===== src/design/psc_pkg.sv =====
// ----------------------------------------------------------------------------
// psc_pkg
// Shared types, constants and the reciprocal table of the PLL settings checker.
// ----------------------------------------------------------------------------
`default_nettype none
package psc_pkg;

  localparam int unsigned OscW   = 27;
  localparam int unsigned RecipW = 32;
  localparam int unsigned PerW   = 21;   // osc / M once it passed its range check
  localparam int unsigned VcoW   = 30;   // per * N before the VCO range check

  localparam logic [OscW-1:0] INT_OSC_RESET = 27'd16000000;
  localparam logic [OscW-1:0] EXT_OSC_RESET = 27'd25000000;

  localparam logic [OscW-1:0] PER_MIN  = 27'd1000000;
  localparam logic [OscW-1:0] PER_MAX  = 27'd2000000;
  localparam logic [VcoW-1:0] VCO_MIN  = 30'd192000000;
  localparam logic [VcoW-1:0] VCO_MAX  = 30'd432000000;
  localparam logic [VcoW-1:0] PLL_MAX  = 30'd84000000;
  localparam logic [VcoW-1:0] USB_MAX  = 30'd48000000;
  localparam logic [8:0]      N_MIN    = 9'd192;
  localparam logic [8:0]      N_MAX    = 9'd432;

  typedef enum logic [3:0] {
    ST_OK       = 4'd0,
    ST_RUNNING  = 4'd1,
    ST_SOURCE   = 4'd2,
    ST_M        = 4'd3,
    ST_N        = 4'd4,
    ST_P        = 4'd5,
    ST_Q        = 4'd6,
    ST_VCO      = 4'd7,
    ST_PLL      = 4'd8,
    ST_USB      = 4'd9
  } status_t;

  typedef enum logic [1:0] {
    SRC_INT = 2'd0,
    SRC_EXT = 2'd1
  } src_t;

  typedef enum logic {
    REG_INT_OSC = 1'b0,
    REG_EXT_OSC = 1'b1
  } reg_idx_t;

  // floor(2^32 / d); entries for zero and one are never used.
  localparam logic [RecipW-1:0] RECIP [64] = '{
    32'hFFFFFFFF, 32'hFFFFFFFF, 32'd2147483648, 32'd1431655765,
    32'd1073741824, 32'd858993459, 32'd715827882, 32'd613566756,
    32'd536870912, 32'd477218588, 32'd429496729, 32'd390451572,
    32'd357913941, 32'd330382099, 32'd306783378, 32'd286331153,
    32'd268435456, 32'd252645135, 32'd238609294, 32'd226050910,
    32'd214748364, 32'd204522252, 32'd195225786, 32'd186737708,
    32'd178956970, 32'd171798691, 32'd165191049, 32'd159072862,
    32'd153391689, 32'd148102320, 32'd143165576, 32'd138547332,
    32'd134217728, 32'd130150524, 32'd126322567, 32'd122713351,
    32'd119304647, 32'd116080197, 32'd113025455, 32'd110127366,
    32'd107374182, 32'd104755299, 32'd102261126, 32'd99882960,
    32'd97612893, 32'd95443717, 32'd93368854, 32'd91382282,
    32'd89478485, 32'd87652393, 32'd85899345, 32'd84215045,
    32'd82595524, 32'd81037118, 32'd79536431, 32'd78090314,
    32'd76695844, 32'd75350303, 32'd74051160, 32'd72796055,
    32'd71582788, 32'd70409299, 32'd69273666, 32'd68174084
  };

endpackage
`default_nettype wire


===== src/design/psc_out_div.sv =====
// ----------------------------------------------------------------------------
// psc_out_div
// Divides the VCO by the P and Q dividers in two stages and applies the
// VCO, PLL and USB limit checks.
// ----------------------------------------------------------------------------
`default_nettype none
module psc_out_div (
  input  wire logic                       clk,
  input  wire logic                       adv_a,
  input  wire logic                       adv_b,
  input  wire psc_pkg::status_t           status_in,
  input  wire logic [psc_pkg::VcoW-1:0]   vco,
  input  wire logic [1:0]                 p_code,
  input  wire logic [3:0]                 q_div,
  output psc_pkg::status_t                status,
  output logic [28:0]                     vco_hz,
  output logic [27:0]                     pll_hz,
  output logic [27:0]                     usb_hz
);

  localparam int unsigned PW = psc_pkg::VcoW + psc_pkg::RecipW;

  psc_pkg::status_t          st_a_r;
  logic [psc_pkg::VcoW-1:0]  vco_a_r;
  logic [psc_pkg::VcoW-1:0]  qp_a_r;
  logic [psc_pkg::VcoW-1:0]  qu_a_r;
  logic [3:0]                dp_a_r;
  logic [3:0]                dq_a_r;
  logic [3:0]                dp;
  logic [PW-1:0]             prod_p;
  logic [PW-1:0]             prod_u;
  psc_pkg::status_t          st_a_nxt;

  psc_pkg::status_t          status_r, status_nxt;
  logic [28:0]               vco_r, vco_nxt;
  logic [27:0]               pll_r, pll_nxt;
  logic [27:0]               usb_r, usb_nxt;
  logic [psc_pkg::VcoW+3:0]  rp, ru;
  logic [psc_pkg::VcoW-1:0]  pll_b, usb_b;

  assign dp = {1'b0, p_code, 1'b0} + 4'd2;

  always_comb begin
    prod_p = {{psc_pkg::RecipW{1'b0}}, vco}
           * {{psc_pkg::VcoW{1'b0}}, psc_pkg::RECIP[{2'b00, dp}]};
    prod_u = {{psc_pkg::RecipW{1'b0}}, vco}
           * {{psc_pkg::VcoW{1'b0}}, psc_pkg::RECIP[{2'b00, q_div}]};
    st_a_nxt = status_in;
    if (status_in == psc_pkg::ST_OK &&
        (vco < psc_pkg::VCO_MIN || vco > psc_pkg::VCO_MAX)) begin
      st_a_nxt = psc_pkg::ST_VCO;
    end
  end

  always_ff @(posedge clk) begin
    if (adv_a) begin
      st_a_r  <= st_a_nxt;
      vco_a_r <= vco;
      qp_a_r  <= prod_p[PW-1:psc_pkg::RecipW];
      qu_a_r  <= prod_u[PW-1:psc_pkg::RecipW];
      dp_a_r  <= dp;
      dq_a_r  <= q_div;
    end
  end

  always_comb begin
    rp = {4'd0, vco_a_r} - {4'd0, qp_a_r} * {{psc_pkg::VcoW{1'b0}}, dp_a_r};
    ru = {4'd0, vco_a_r} - {4'd0, qu_a_r} * {{psc_pkg::VcoW{1'b0}}, dq_a_r};
    pll_b = qp_a_r;
    usb_b = qu_a_r;
    if (rp >= {{psc_pkg::VcoW{1'b0}}, dp_a_r}) begin
      pll_b = qp_a_r + 1'b1;
    end
    if (ru >= {{psc_pkg::VcoW{1'b0}}, dq_a_r}) begin
      usb_b = qu_a_r + 1'b1;
    end
    status_nxt = st_a_r;
    if (st_a_r == psc_pkg::ST_OK) begin
      if (pll_b > psc_pkg::PLL_MAX) begin
        status_nxt = psc_pkg::ST_PLL;
      end else if (usb_b > psc_pkg::USB_MAX) begin
        status_nxt = psc_pkg::ST_USB;
      end
    end
    vco_nxt = vco_a_r[28:0];
    pll_nxt = pll_b[27:0];
    usb_nxt = usb_b[27:0];
    // zero every frequency on any error
    if (status_nxt != psc_pkg::ST_OK) begin
      vco_nxt = '0;
      pll_nxt = '0;
      usb_nxt = '0;
    end
  end

  always_ff @(posedge clk) begin
    if (adv_b) begin
      status_r <= status_nxt;
      vco_r    <= vco_nxt;
      pll_r    <= pll_nxt;
      usb_r    <= usb_nxt;
    end
  end

  assign status = status_r;
  assign vco_hz = vco_r;
  assign pll_hz = pll_r;
  assign usb_hz = usb_r;

endmodule
`default_nettype wire


===== config.mk =====
export PLATFORM = sky130hd
export DESIGN_NAME = psc_out_div
export DESIGN_NICKNAME = d
export VERILOG_FILES = /design/src/design/psc_pkg.sv /design/src/design/psc_out_div.sv
export SDC_FILE = /design/constraint.sdc
export NUM_CORES = 2
export LEC_CHECK = 0
export BUFFER_PORTS_ARGS = -buffer_cell sky130_fd_sc_hd__buf_4
export CAP_MARGIN = 20
export CORE_AREA = 10 10 332 334
export CTS_BUF_LIST = sky130_fd_sc_hd__clkbuf_8
export CTS_CLUSTER_DIAMETER = 50
export CTS_CLUSTER_SIZE = 25
export DETAILED_ROUTE_END_ITERATION = 7
export DIE_AREA = 0 0 342 344
export PLACE_DENSITY = 0.82
export SLEW_MARGIN = 20
export SYNTH_ARGS = -nofsm -noshare
export SYNTH_HDL_FRONTEND = slang
export SYNTH_SLANG_ARGS = --single-unit

===== constraint.sdc =====
create_clock -name clk -period 19.77 [get_ports clk]
set_clock_uncertainty 0.1 [all_clocks]
set_input_delay 5.931 -clock clk [delete_from_list [all_inputs] [get_ports clk]]
set_output_delay 5.931 -clock clk [all_outputs]
set_load 0.03 [all_outputs]

### Word level (Yosys, flattened, before mapping)

Memory sizes are Yosys's and may differ from the RTL's.
Index checks and enable logic that the tools add are counted.

* register bits after elaboration: 191
* ROM bits: 4096
* word-level logic and storage cells: 45
* memories: 2

* add/sub/neg operators: 5
* multiply operators: 4
* order comparisons: 8
* mux-type cells: 9
* bitwise logic cells: 2
* reduce and logical (&&, ||, !) cells: 5

Memories
* (no name shown): words 64, bits a word 32, rd ports 1, clocked after memory_dff 0, write ports 0, RTL line psc_out_div.sv:47 `* {{psc_pkg::VcoW{1'b0}}, psc_pkg::RECIP[{2'b00, q_div}]};`
* (no name shown): words 64, bits a word 32, rd ports 1, clocked after memory_dff 0, write ports 0, RTL line psc_out_div.sv:45 `* {{psc_pkg::VcoW{1'b0}}, psc_pkg::RECIP[{2'b00, dp}]};`

Operator list (count)
* $mux 32: 4
* $mul 30x32->62: 2
* $ge 34x4->1: 2
* $mul 30x4->34: 2
* $sub 30x34->34: 2
* $add 30x1->30 const B: 2
* $mux 30: 2
* $gt 30x26->1 const B: 1
* $gt 30x27->1 const B: 1
* $gt 30x29->1 const B: 1
* $lt 30x28->1 const B: 1
* $ge 7x7->1 const B: 2
* $not 4->7: 2
* $mux 4: 3
* $logic_not 4->1: 2
* $add 3x2->4 const B: 1
* $reduce_bool 4->1: 1
* $logic_and 1x1->1: 1
* $logic_or 1x1->1: 1

### Longest topological paths before layout

* depth after elaboration: 9
* gate-level depth with buffers: 41

### Worst setup path before layout

No wires, ideal clock.

* path kind: input port to flip-flop
* start point: input q_div[2]
* end point: register qu_a_r[27] in the netlist's numbering, data pin
* setup time: 258 ps
* arrival time: 15152 ps
* required time: 19412 ps
* setup slack: 4260 ps
* cell stages on the path: 37
* cell sequence: clkbuf_1 > buf_1 > clkbuf_1 > nand3_1 > o221ai_1 > clkbuf_1 > nand2_1 > fa_1 > inv_1 > fa_1 > fa_1 > fa_1 > inv_1 > fa_1 > inv_1 > fa_1 > fa_1 > inv_1 > fa_1 > inv_1 > ha_1 > a21o_1 > a21oi_1 > o221ai_1 > a2111oi_0 > o311ai_0 > a31oi_1 > o31ai_1 > a41oi_1 > o221ai_1 > a221oi_1 > o21ai_0 > a221o_1 > a21oi_1 > nor2b_1 > nor2_1 > xnor2_1

* word-level cells in the longest chain between the ends: 5

RTL lines
* start: declaration: RTL line psc_out_div.sv:14 `input wire logic [3:0] q_div,`
* $not 4->7 (implied by the code): RTL line psc_out_div.sv:47
* $mem_v2 64x32
* $mux 32 (implied by the code) (2 in series): RTL line psc_out_div.sv:47
* $mul 30x32->62: RTL line psc_out_div.sv:47
* named net prod_u[59]: RTL line psc_out_div.sv:31 `logic [PW-1:0] prod_u;`
* end signal: assignment: RTL line psc_out_div.sv:60 `qu_a_r <= prod_u[PW-1:psc_pkg::RecipW];`
* end: declaration: RTL line psc_out_div.sv:26 `logic [psc_pkg::VcoW-1:0] qu_a_r;`

The timed path passes the listed nets, and every way through them passes these cells. The select of a mux whose other input is x is not followed.
A chain may end at the register's enable or synchronous reset.

### Worst setup path after layout

* start point: input q_div[0]
* end point: register qu_a_r[27] in the netlist's numbering, data pin

Same word-level chain as after synthesis.

==> metrics <==
area after detailed placement between 0.06 and 0.07 mm^2; pin count of the biggest net entering global routing 82; Area growth, synth to finish 3.49%; CTS sink cnt 190; Synth Cell Area 0.0669 mm^2; detailed-route via count between 40000 and 50000; hold-fix buffer count after cts 0; Ports 132; maximum root-to-sink buffer count 2; Post-CTS Resized 0; post-route cell area around 0.069 mm^2; root buf cell clkbuf_8; setup_tns 0 ps; Via-to-Cell Ratio 5.92; most frequent CP cell fa_1; CP endpoint qu_a_r[27]; H-tree depth 4; CP max stage cell a211oi_1; DIE AREA 0.118 mm^2; initial core utilization 64.9%; vias in the first global route approximately 53000; Setup Viol. Count Final 0; CTS Buf Count 17; postcts setup bufs 0; largest stage delay on the critical path 750 ps; Synth Register Bits 190; post-synthesis sequential area ratio under 10%; routed length per instance 23.7 um; Crit Path Class input port to flop; maxcap violations 0; Final #Nets roughly 9200; Overall Global Routing Usage 34.3%; Final Max Slew Viols 0; fillers 8096; Crit path required time 19980 ps; crit path launch q_div[0]; Post-DP HPWL 166 mm; Non-Filler Instances 8359; period utilization 86.2%; Setup WS post-layout around 2700 ps; Clock transition at path regs 120 ps; ys async rst share 0%; Port Buf Inserts 131; GP Congestion 1.03; cells after synthesis 7068; fin crit period 17040 ps; worst r2r src dp_a_r[3]; DRT antenna net count 0; CTS tree done; cells on worst reg2reg path 24; Chip Width about 340 um; Syn Area/Cell 9.47 um^2; DP Cell Count approximately 8300; Yosys Warn Count 0; final WL 198 mm; Least-Margin Pin Slew 1180 ps; Initial DRC Count 4922; core area 0.103 mm^2; hold violation count in the final report 0; Site Rows 118; top_reg_cell synth edfxtp_1; RR Endpoint pll_hz[26]; initial antenna violation count 7; top cells by area, synth fa_1 (46%), ha_1 (12%), inv_1 (11%); post-synth top area cell fa_1; FMAX 0.0587 GHz; relative slew slack 20.9%; RSZ-0062 raised after global routing false; status completed; share of the synthesized area in the top cell type 46.2%; Clock Latency Late Sink 550 ps; First-pass DRT Iterations 8; Hold Path Class flop to flop; first-pass GRT wire length roughly 310 mm; reg-to-reg slack, setup 10100 ps; DRC viols 0; grt total ovfl 0; crit path max fanout 18; layout cells sized above 1 3.87%; post-synth cell types 96; number of synthesized flops with an enable pin 190; chip height around 340 um; CP Launch Type input port; critical path endpoint category flop; worst path arrival time 17250 ps; Setup WS pre-CTS 2520 ps
[stage by stage]
stage          hold WS, ps  util, %
2_1_floorplan          416        -
3_3_place_gp           362     66.6
3_5_place_dp           383     66.6
4_1_cts                405     67.1
5_1_grt                417     67.1
6_report               408     67.1
[logic make-up after synthesis]
family / count (synthesis) / synth area share (%)
XOR/XNOR: 151 / 1.98
multiplexers: 17 / 0.267
flip-flops: 190 / 8.52
other: 1 / 0.00560
AND/OR/NAND/NOR: 1798 / 13.2
buffers and inverters: 2200 / 12.5
AO/OA/AOI/OAI: 536 / 5.54
adder cells (fa/ha/maj): 2175 / 58.0
[synth_stat cells (23+ instances only)]
master	instances
nor2_1	231
a21o_1	55
ha_1	629
o21ai_0	87
nand2_1	722
and3_1	34
xnor2_1	85
fa_1	1546
a211oi_1	23
clkbuf_1	269
nand3_1	73
xor2_1	66
inv_1	1903
and2_1	484
nand4_1	43
a21oi_1	135
nand2b_1	24
nor3_1	46
edfxtp_1	190
o21a_1	23
nor2b_1	30
o211ai_1	28
[sequential cells by signal (all words and copies together), names as in the netlist]
name and cells:
qp_a_r 30, qu_a_r 30, vco_a_r 30, vco_hz 29, pll_hz 28, usb_hz 28
dq_a_r 4, st_a_r 4, status 4, dp_a_r 3
[routing by layer]
layer  vias up  track usage, %  part of all wire, %
met1     24700            43.9                   37
met3       776            7.98                   11
met5         -               0                0.019
met2      2979            54.8                   46
met4         6            17.5                  6.4
li1      21000               -                    -
[cell usage in the layout (no fill, tap or decap), drive strengths merged, types with 12 or more instances in the layout]
master | synthesis | routed
o211ai | 30 | 30
xnor2 | 85 | 85
ha | 629 | 629
nand2 | 723 | 723
a31oi | 19 | 19
nor2 | 242 | 242
fa | 1546 | 1546
nor2b | 30 | 30
o21a | 23 | 23
nor3 | 46 | 46
buf | 27 | 169
a21o | 55 | 55
inv | 1903 | 1912
nand2b | 24 | 24
nor4 | 21 | 21
edfxtp | 190 | 190
o2111ai | 12 | 12
nand4 | 44 | 44
clkbuf | 270 | 17
or3 | 15 | 15
and2 | 486 | 486
a21oi | 138 | 138
nand3 | 73 | 73
xor2 | 66 | 66
nor3b | 17 | 17
o21ai | 95 | 95
a211oi | 24 | 24
and3 | 34 | 34
[critical path: cells and delay by family]
| kind | cells | cell delay, ps |
|---|---|---|
| AO/OA/AOI/OAI | 15 | 5630 |
| XOR/XNOR | 1 | 70 |
| buffers and inverters | 7 | 690 |
| adder cells (fa/ha/maj) | 10 | 4390 |
| AND/OR/NAND/NOR | 4 | 550 |
[worst min-delay path by stage]
stage / from / end / cells after the start
CTS: st_a_r[1] / status[1] / 0
global placement: st_a_r[1] / status[1] / 0
finish: st_a_r[1] / status[1] / 0
detailed placement: st_a_r[2] / status[2] / 0
floorplan: st_a_r[0] / status[0] / 1
global route: st_a_r[1] / status[1] / 0
[final cells by class]
type | instances | area, um^2 | area share, %
diodes | 5 | 12.5 | 0.0181
clock inverters | 15 | 199 | 0.287
repair buffers | 169 | 1280 | 1.85
inverters | 1903 | 7140 | 10.3
well taps | 1380 | 1730 | 2.49
clock buffers | 17 | 234 | 0.338
multi-input cells | 4680 | 53000 | 76.5
flip-flops and latches | 190 | 5710 | 8.24
Power is not shown: default switching activity piles up to over one toggle a cycle in this logic, so the estimate is an artifact.
